===== src/design/tgl_pkg.sv =====
// Shared types and constants for the tile grid layout checker.
package tgl_pkg;

  // Configuration register indexes
  localparam logic REG_FRAME_WIDTH  = 1'b0;
  localparam logic REG_FRAME_HEIGHT = 1'b1;

  // Saturation point of the tile counter
  localparam logic [1:0] SEEN_MAX = 2'd2;

  // One incoming tile header
  typedef struct packed {
    logic [15:0] tile_x;
    logic [15:0] tile_y;
    logic [15:0] tile_width;
    logic [15:0] tile_height;
    logic        last_tile;
  } tgl_item_t;

  // One result
  typedef struct packed {
    logic layout_ok;
    logic verdict_final;
  } tgl_result_t;

  // Running grid state of the channel
  typedef struct packed {
    logic [15:0] ref_tile_width;
    logic [15:0] ref_tile_height;
    logic [16:0] cursor_x;
    logic [16:0] cursor_y;
    logic        row_ended;
    logic        layout_failed;
    logic [1:0]  tiles_seen;
  } tgl_state_t;

endpackage


===== src/design/tgl_div_chk.sv =====
// Checks that a tile dimension is a proper divisor of the target tile size.
module tgl_div_chk import tgl_pkg::*; #(
  parameter int TARGET_TILE_SIZE = 512
) (
  input  logic [15:0] size,
  output logic        ok
);

  // Each divisor of the target, fixed at elaboration, gets one compare
  logic [TARGET_TILE_SIZE-1:0] hit;

  assign hit[0] = 1'b0;

  for (genvar d = 1; d < TARGET_TILE_SIZE; d++) begin : g_div
    localparam bit IS_DIV = ((TARGET_TILE_SIZE % d) == 0);
    if (IS_DIV) begin : g_match
      assign hit[d] = (size == 16'(d));
    end else begin : g_skip
      assign hit[d] = 1'b0;
    end
  end

  // Flat OR over the compares, no ripple through the non-divisors
  assign ok = |hit;

endmodule


===== src/design/tgl_place.sv =====
// Next-state and result logic for one tile against the running grid state.
module tgl_place import tgl_pkg::*; #(
  parameter int TARGET_TILE_SIZE = 512
) (
  input  tgl_item_t   item,
  input  tgl_state_t  st,
  input  logic [15:0] frame_width,
  input  logic [15:0] frame_height,
  output tgl_state_t  st_next,
  output tgl_result_t result
);

  logic        first;
  logic        w_div_ok;
  logic        h_div_ok;
  logic [15:0] rw;
  logic [15:0] rh;
  logic [16:0] cx0;
  logic [16:0] cy0;
  logic        eol0;
  logic        fail0;
  logic        new_row;
  logic [17:0] row_below;
  logic [16:0] cx1;
  logic [16:0] cy1;
  logic        eol1;
  logic [17:0] bottom;
  logic [17:0] next_ref_x;
  logic [16:0] right_edge;
  logic        bad_row;
  logic        bad_h;
  logic        bad_x;
  logic        odd_w;
  logic        bad_w;
  logic        fail1;
  logic [1:0]  seen1;

  tgl_div_chk #(.TARGET_TILE_SIZE(TARGET_TILE_SIZE)) u_div_w (
    .size (item.tile_width),
    .ok   (w_div_ok)
  );

  tgl_div_chk #(.TARGET_TILE_SIZE(TARGET_TILE_SIZE)) u_div_h (
    .size (item.tile_height),
    .ok   (h_div_ok)
  );

  // First tile of a channel restarts the grid and sets the reference size
  assign first = (st.tiles_seen == 2'd0);
  assign rw    = first ? item.tile_width  : st.ref_tile_width;
  assign rh    = first ? item.tile_height : st.ref_tile_height;
  assign cx0   = first ? 17'd0 : st.cursor_x;
  assign cy0   = first ? 17'd0 : st.cursor_y;
  assign eol0  = first ? 1'b0  : st.row_ended;
  assign fail0 = first ? !(w_div_ok && h_div_ok) : st.layout_failed;

  // Row change: only after the row closed, directly below it
  assign new_row   = ({1'b0, item.tile_y} != cy0);
  assign row_below = {1'b0, cy0} + {2'b00, rh};
  assign bad_row   = new_row && (!eol0 || ({2'b00, item.tile_y} != row_below));
  assign cy1       = new_row ? {1'b0, item.tile_y} : cy0;
  assign cx1       = new_row ? 17'd0 : cx0;
  assign eol1      = new_row ? 1'b0  : eol0;

  // Height may differ only in the bottom row
  assign bottom = {1'b0, cy1} + {2'b00, item.tile_height};
  assign bad_h  = (item.tile_height != rh) && (bottom != {2'b00, frame_height});

  // Tile must continue the row
  assign bad_x = ({1'b0, item.tile_x} != cx1);

  // Width may differ only on the tile that closes the row
  assign next_ref_x = {1'b0, cx1} + {2'b00, rw};
  assign right_edge = {1'b0, item.tile_x} + {1'b0, item.tile_width};
  assign odd_w      = (item.tile_width != rw) || (next_ref_x >= {2'b00, frame_width});
  assign bad_w      = odd_w && (right_edge != {1'b0, frame_width});

  assign fail1 = fail0 || bad_row || bad_h || bad_x || bad_w;
  assign seen1 = (st.tiles_seen < SEEN_MAX) ? st.tiles_seen + 2'd1 : st.tiles_seen;

  // State update; cursors move only on a placed tile
  always_comb begin
    st_next                 = st;
    st_next.ref_tile_width  = rw;
    st_next.ref_tile_height = rh;
    st_next.cursor_x        = cx0;
    st_next.cursor_y        = cy0;
    st_next.row_ended       = eol0;
    st_next.layout_failed   = fail1;
    st_next.tiles_seen      = seen1;
    if (!fail1) begin
      st_next.cursor_x  = cx1 + {1'b0, item.tile_width};
      st_next.cursor_y  = cy1;
      st_next.row_ended = eol1 | odd_w;
    end
    if (item.last_tile) begin
      st_next = '0;
    end
  end

  // Result
  always_comb begin
    result.verdict_final = item.last_tile;
    if (item.last_tile) begin
      result.layout_ok = !fail1 && (seen1 >= SEEN_MAX);
    end else begin
      result.layout_ok = !fail1;
    end
  end

endmodule

===== config.mk =====
export PLATFORM = sky130hd
export DESIGN_NAME = tgl_place
export DESIGN_NICKNAME = d
export VERILOG_FILES = /design/src/design/tgl_pkg.sv /design/src/design/tgl_div_chk.sv /design/src/design/tgl_place.sv
export SDC_FILE = /design/constraint.sdc
export NUM_CORES = 1
export LEC_CHECK = 0
export ABC_AREA = 1
export BUFFER_PORTS_ARGS = -buffer_cell sky130_fd_sc_hd__buf_4
export CORE_UTILIZATION = 57
export DETAILED_ROUTE_END_ITERATION = 12
export PLACE_DENSITY = 0.95
export RECOVER_POWER = 25
export SLEW_MARGIN = 20
export SYNTH_ARGS = -nofsm -noshare
export SYNTH_HDL_FRONTEND = slang
export SYNTH_HIERARCHICAL = 1
export SYNTH_SLANG_ARGS = --single-unit

===== constraint.sdc =====
create_clock -name vclk -period 15.2
set_clock_uncertainty 0.1 [all_clocks]
set_input_delay 1.52 -clock vclk [all_inputs]
set_output_delay 1.52 -clock vclk [all_outputs]
set_load 0.05 [all_outputs]

==> key figures, run 1 <==
Die
  – Die Area: approximately 0.015 mm2
  – Cell Rows: between 40 and 50
  – Die width: roughly 120 um
  – Ports: approximately 240
  – Starting Density: 58.3%
  – Die H: 121 um
  – Core box area: between 0.01 and 0.015 mm2

Setup path
  – Critical Path Max Stage Delay: 650 ps
  – Crit path max fanout: 79
  – Slowest-stage cell, CP: buf_4
  – CP required: 13580 ps
  – Arrival @ worst endpoint: 8810 ps
  – Critical Path Source Type: input pin
  – Most common cell on crit path: nand2_1
  – CP Capture Type: output pin
  – CP Class: in -> out

Timing
  – Min cycle time layout: about 10000 ps
  – Final setup viols: 0
  – Setup_tns: 0 ps
  – Period utilization: 68.6%
  – Slew headroom: -42.2%
  – Final Hold Vio Count: 0
  – Least-Margin Pin Slew: 2130 ps
  – RSZ-0062 raised after global routing: false
  – Fmax: 0.0959 GHz
  – Max-slew violation count: 39

Pwr
  – Peak VDD IR: 0.0269 mV
  – Logic pwr share: 100.0%
  – Total Power: approximately 0.36 mW
  – Internal Pwr Total: 0.134 mW
  – Reg power frac: 0%
  – Power share of the clock group: 0%
  – Power Density: 37.0 mW/mm2
  – Switching power: 0.229 mW
  – Leakage Power: between 5 and 6 nW
  – Switching Share: 63.0%

GRT
  – GRT Max-Usage Layer: met2
  – GR Util met3: 3.76%
  – Initial antenna violation count: 0
  – Vias in the first global route: 9706
  – Gr ovfl total: 0
  – M1 GR Usage: a little under half
  – Met2 usage: 72.3%
  – Global-route wire length before repair: 47.4 mm
  – Tot GR Track Use: 40.9%
  – Largest net degree at the start of global routing: 80

Placement
  – Final GP Congestion: 1.08
  – Hpwl dp: 26.6 mm
  – I/O Buffers: 239

Logic synthesis
  – Most common cell in the netlist: nand2_1
  – Yosys top cell area share: 15.6%
  – Top cells by count, synth: nand2_1 (336), inv_1 (207), nor2_1 (182)
  – Seq/Total Area, Yosys: 0%
  – Avg Inst Size Synth: 5.56 um2
  – Synth Cell Area: 0.00810 mm2
  – Syn nets: 1712
  – YS warnings: 6
  – Leading area contributor after synthesis: nand2_1
  – Synth unique cells: between 50 and 60
  – Synth area leaders: nand2_1 (16%), ha_1 (13%), inv_1 (9.6%)
  – Synth Instances: ~1500

Finish
  – Area Growth Syn to Fin: 21.2%
  – FFs & Latches: 0
  – Multi-input logic area: approximately 0.007 mm2
  – FF+latch area: 0 um2
  – Share of cells above drive strength 1: slightly below 20%
  – Layout clock buffer count: 0
  – Fill cell count: 1314
  – Nets: 1911
  – Number of diodes: 0

Clock tree
  – Setup bufs post-CTS: 0
  – Resized cells post-CTS: 0
  – Post-CTS Hold Fix Bufs: 0

Drt
  – Vias: 10600
  – WL per Instance: 17.1 um
  – Antenna Violating Nets Remaining: 0
  – Drt pass-1 iters: 6
  – Detailed Route WL: 31.3 mm
  – DRT iter0 DRCs: 785
  – Vias/cell: 5.79
  – Remaining DRCs: 0

Flow run
  – # Max-Cap Violations: 1

Run status
  – Failing checks: capacitance limit, slew limit
  – Status: complete, but fails checks

Min path
  – HP Class: in -> out
==> cell type report <==
type                            count  area share (%)
Multi-Input combinational cell   1196            71.6
Inverter                          217            8.33
Tap cell                          180            2.30
Timing Repair Buffer              241            17.8
==> critical path, delay by kind of cell <==
kind | cells | cell delay (ps)
AND/OR/NAND/NOR | 12 | 2660
AO/OA/AOI/OAI | 8 | 1820
buffers and inverters | 5 | 1560
adder cells (fa/ha/maj) | 3 | 810
XOR/XNOR | 2 | 350
==> through the flow <==
stage                     hold WS, ps  cell area (um2)  worst slack (ps)  std cells  utilization (%)
final                            3380             9810              4770       1834             70.7
after floorplan                  3110             8100              7040       1457                -
after CTS                        3380             9870              4970       1834             71.1
after global routing             3400             9810              4090       1834             70.7
after global placement           3380             9870              5410       1834             71.1
after detailed placement         3380             9870              5000       1834             71.1
==> cells by family after synthesis <==
kind of cell    Yosys count  synth area share, %
simple gates            761                 43.0
buf+inv                 261                 13.3
compound gates          227                 16.8
xor+xnor                120                 13.0
fa+ha+maj                88                 13.9
==> power groups by stage <==
stage / combinational, mW / clock, mW / sequential, mW
final: 0.363 / 0 / 0
after global routing: 0.394 / 0 / 0
after CTS: 0.359 / 0 / 0
after detailed placement: 0.357 / 0 / 0
after global placement: 0.353 / 0 / 0
after floorplan: 0.245 / 0 / 0
==> cell usage in the layout (no fill, tap or decap), drive strengths merged, types with 6 or more instances in the layout <==
master	n
nand4	27
o2111ai	7
nor4	7
o22ai	7
ha	85
a21oi	99
nor3	17
inv	216
xnor2	47
a21o	12
nand3b	7
buf	224
nor2	200
a221oi	7
clkbuf	17
a21boi	6
xor2	73
or2	17
nand3	136
o21ai	64
nand2	346
==> metal layers <==
layer | wire length [um] | vias to the layer above
met5 | 0 | -
met4 | 2390 | 0
met3 | 2590 | 141
met2 | 14500 | 638
met1 | 11800 | 4698
li1 | - | 5145
==> path summary, 6_finish.rpt <==
kind | cells after the start | slack, ps | from | to
setup / recovery | 30 | 4770 | st[0] | st_next[6]
hold / removal | 4 | 3380 | item[38] | st_next[9]
(Power assumes the default switching activity.)
==> inputs of run 2 (changes only) <==
CORE_UTILIZATION = 56   (was 57)
clock period = 10.2 ns   (was 15.2 ns; I/O delays follow)
==> run 2 against run 1 <==
The run still ends with capacitance limit, slew limit left. Critical path depth rose by 1. Power is 50% higher. Via count increased by 0.28%. First-iteration DRC count rose by 6.6%. Flip-flop and latch count did not move. Global-route usage up 0.23 points.
==> key figures, run 2 (synthesized netlist as in run 1, its figures left out) <==
Finish
  – Most common cell after layout, fill and taps aside: nand2_1
  – Nets: 1911
  – Fill cell count: 1307
  – Layout clock buffer count: 0
  – Fin util: a little over two thirds
  – Most frequent cells in the layout: nand2_1 (336), buf_4 (224), inv_1 (207)
  – Number of diodes: 0
  – Fin area: around 0.01 mm2
  – Area Growth Syn to Fin: 21.2%
  – FF+latch area: 0 um2
  – Share of cells above drive strength 1: 19.3%
  – FFs & Latches: 0

Drt
  – Antenna Violating Nets Remaining: 0
  – Vias: approximately 11000
  – DRT iter0 DRCs: about 840
  – WL per Instance: around 17 um
  – Detailed Route WL: 31.4 mm
  – Vias/cell: just under 6
  – Drt pass-1 iters: 6
  – Remaining DRCs: 0

Setup path
  – Arrival @ worst endpoint: 7420 ps
  – Critical Path Source Type: input pin
  – CP Class: in -> out
  – Slowest-stage cell, CP: nand3_2
  – Critical Path Max Stage Delay: 530 ps
  – Most common cell on crit path: nand2_1
  – CP required: about 9100 ps
  – CP Capture Type: output pin
  – Crit path max fanout: 33

Placement
  – Final GP Congestion: 1.05
  – I/O Buffers: 239
  – Area post-placement: between 0.009 and 0.01 mm2
  – Hpwl dp: 26.7 mm

Timing
  – Fmax: ~0.12 GHz
  – Period utilization: 83.7%
  – Slew headroom: -51.5%
  – Final setup viols: 0
  – Max-slew violation count: 39
  – Setup_tns: 0 ps
  – Min cycle time layout: 8540 ps
  – RSZ-0062 raised after global routing: false
  – Least-Margin Pin Slew: 2270 ps
  – Final Hold Vio Count: 0

Die
  – Die width: about 120 um
  – Starting Density: 57.9%
  – Die H: 122 um
  – Ports: between 200 and 250
  – Core box area: 0.0140 mm2
  – Die Area: 0.0149 mm2
  – Cell Rows: 43

GRT
  – Largest net degree at the start of global routing: a little over 80
  – Vias in the first global route: 10000
  – Global-route wire length before repair: 48.6 mm
  – Gr ovfl total: 0
  – Initial antenna violation count: 0
  – Tot GR Track Use: 41.1%

Clock tree
  – Post-CTS Hold Fix Bufs: 0
  – Resized cells post-CTS: 0
  – Setup bufs post-CTS: 0

Pwr
  – Power Density: 55.4 mW/mm2
  – Peak VDD IR: ~0.050 mV
  – Leakage Power: between 5 and 6 nW
  – Total Power: 0.543 mW

Run status
  – Status: complete, but fails checks
  – Failing checks: capacitance limit, slew limit

Min path
  – Worst hold stages: 4
  – Worst Hold End: st_next[10]
  – Critical hold path startpoint: item[39]
  – HP Class: in -> out

Flow run
  – # Max-Cap Violations: 1
[run 2: cell counts in the layout (fill, tap and decap cells not counted)]
Identical to the previous run, type by type.
[run 2: report_power, final]
group / internal, mW / total [mW] / switching, mW
registers: 0 / 0 / 0
logic: 0.200 / 0.543 / 0.343
clock network: 0 / 0 / 0
total: 0.200 / 0.543 / 0.343
[run 2: cell type report]
class                           instances  area [um2]  area share [%]
Tap cell                              180         225            2.30
Timing Repair Buffer                  241        1750            17.8
Multi-Input combinational cell       1196        7020            71.6
Inverter                              217         817            8.33
[run 2: through the flow]
stage | setup WS, ps | hold WS, ps | instances
floorplan | 3040 | 2110 | 1457
global placement | 2140 | 2380 | 1834
detailed placement | 1810 | 2370 | 1834
CTS | 1760 | 2370 | 1834
global route | 1080 | 2400 | 1834
finish | 1660 | 2380 | 1834
[run 2: routing by layer]
| metal | track usage [%] | vias up | part of all wire [%] |
|---|---|---|---|
| li1 | - | 5142 | - |
| met3 | 3.95 | 155 | 9.0 |
| met1 | 46.6 | 4671 | 37 |
| met4 | 26.4 | 0 | 7.4 |
| met5 | 0 | - | 0 |
| met2 | 73.3 | 684 | 46 |
[run 2: worst max-delay path: cells and delay by family]
kind / cells / cell delay, ps
xor+xnor: 1 / 190
fa+ha+maj: 3 / 770
compound gates: 8 / 1700
simple gates: 14 / 2740
buf+inv: 5 / 960
[run 2: worst max path at each step]
stage,startpoint,end,slack [ps],cells after the start
after CTS,st[0],st_next[5],1760,31
final,st[0],st_next[5],1660,31
after detailed placement,st[0],st_next[5],1810,31
after global placement,st[0],st_next[7],2140,33
after floorplan,st[0],st_next[4],3040,30
after global routing,st[0],st_next[5],1080,31
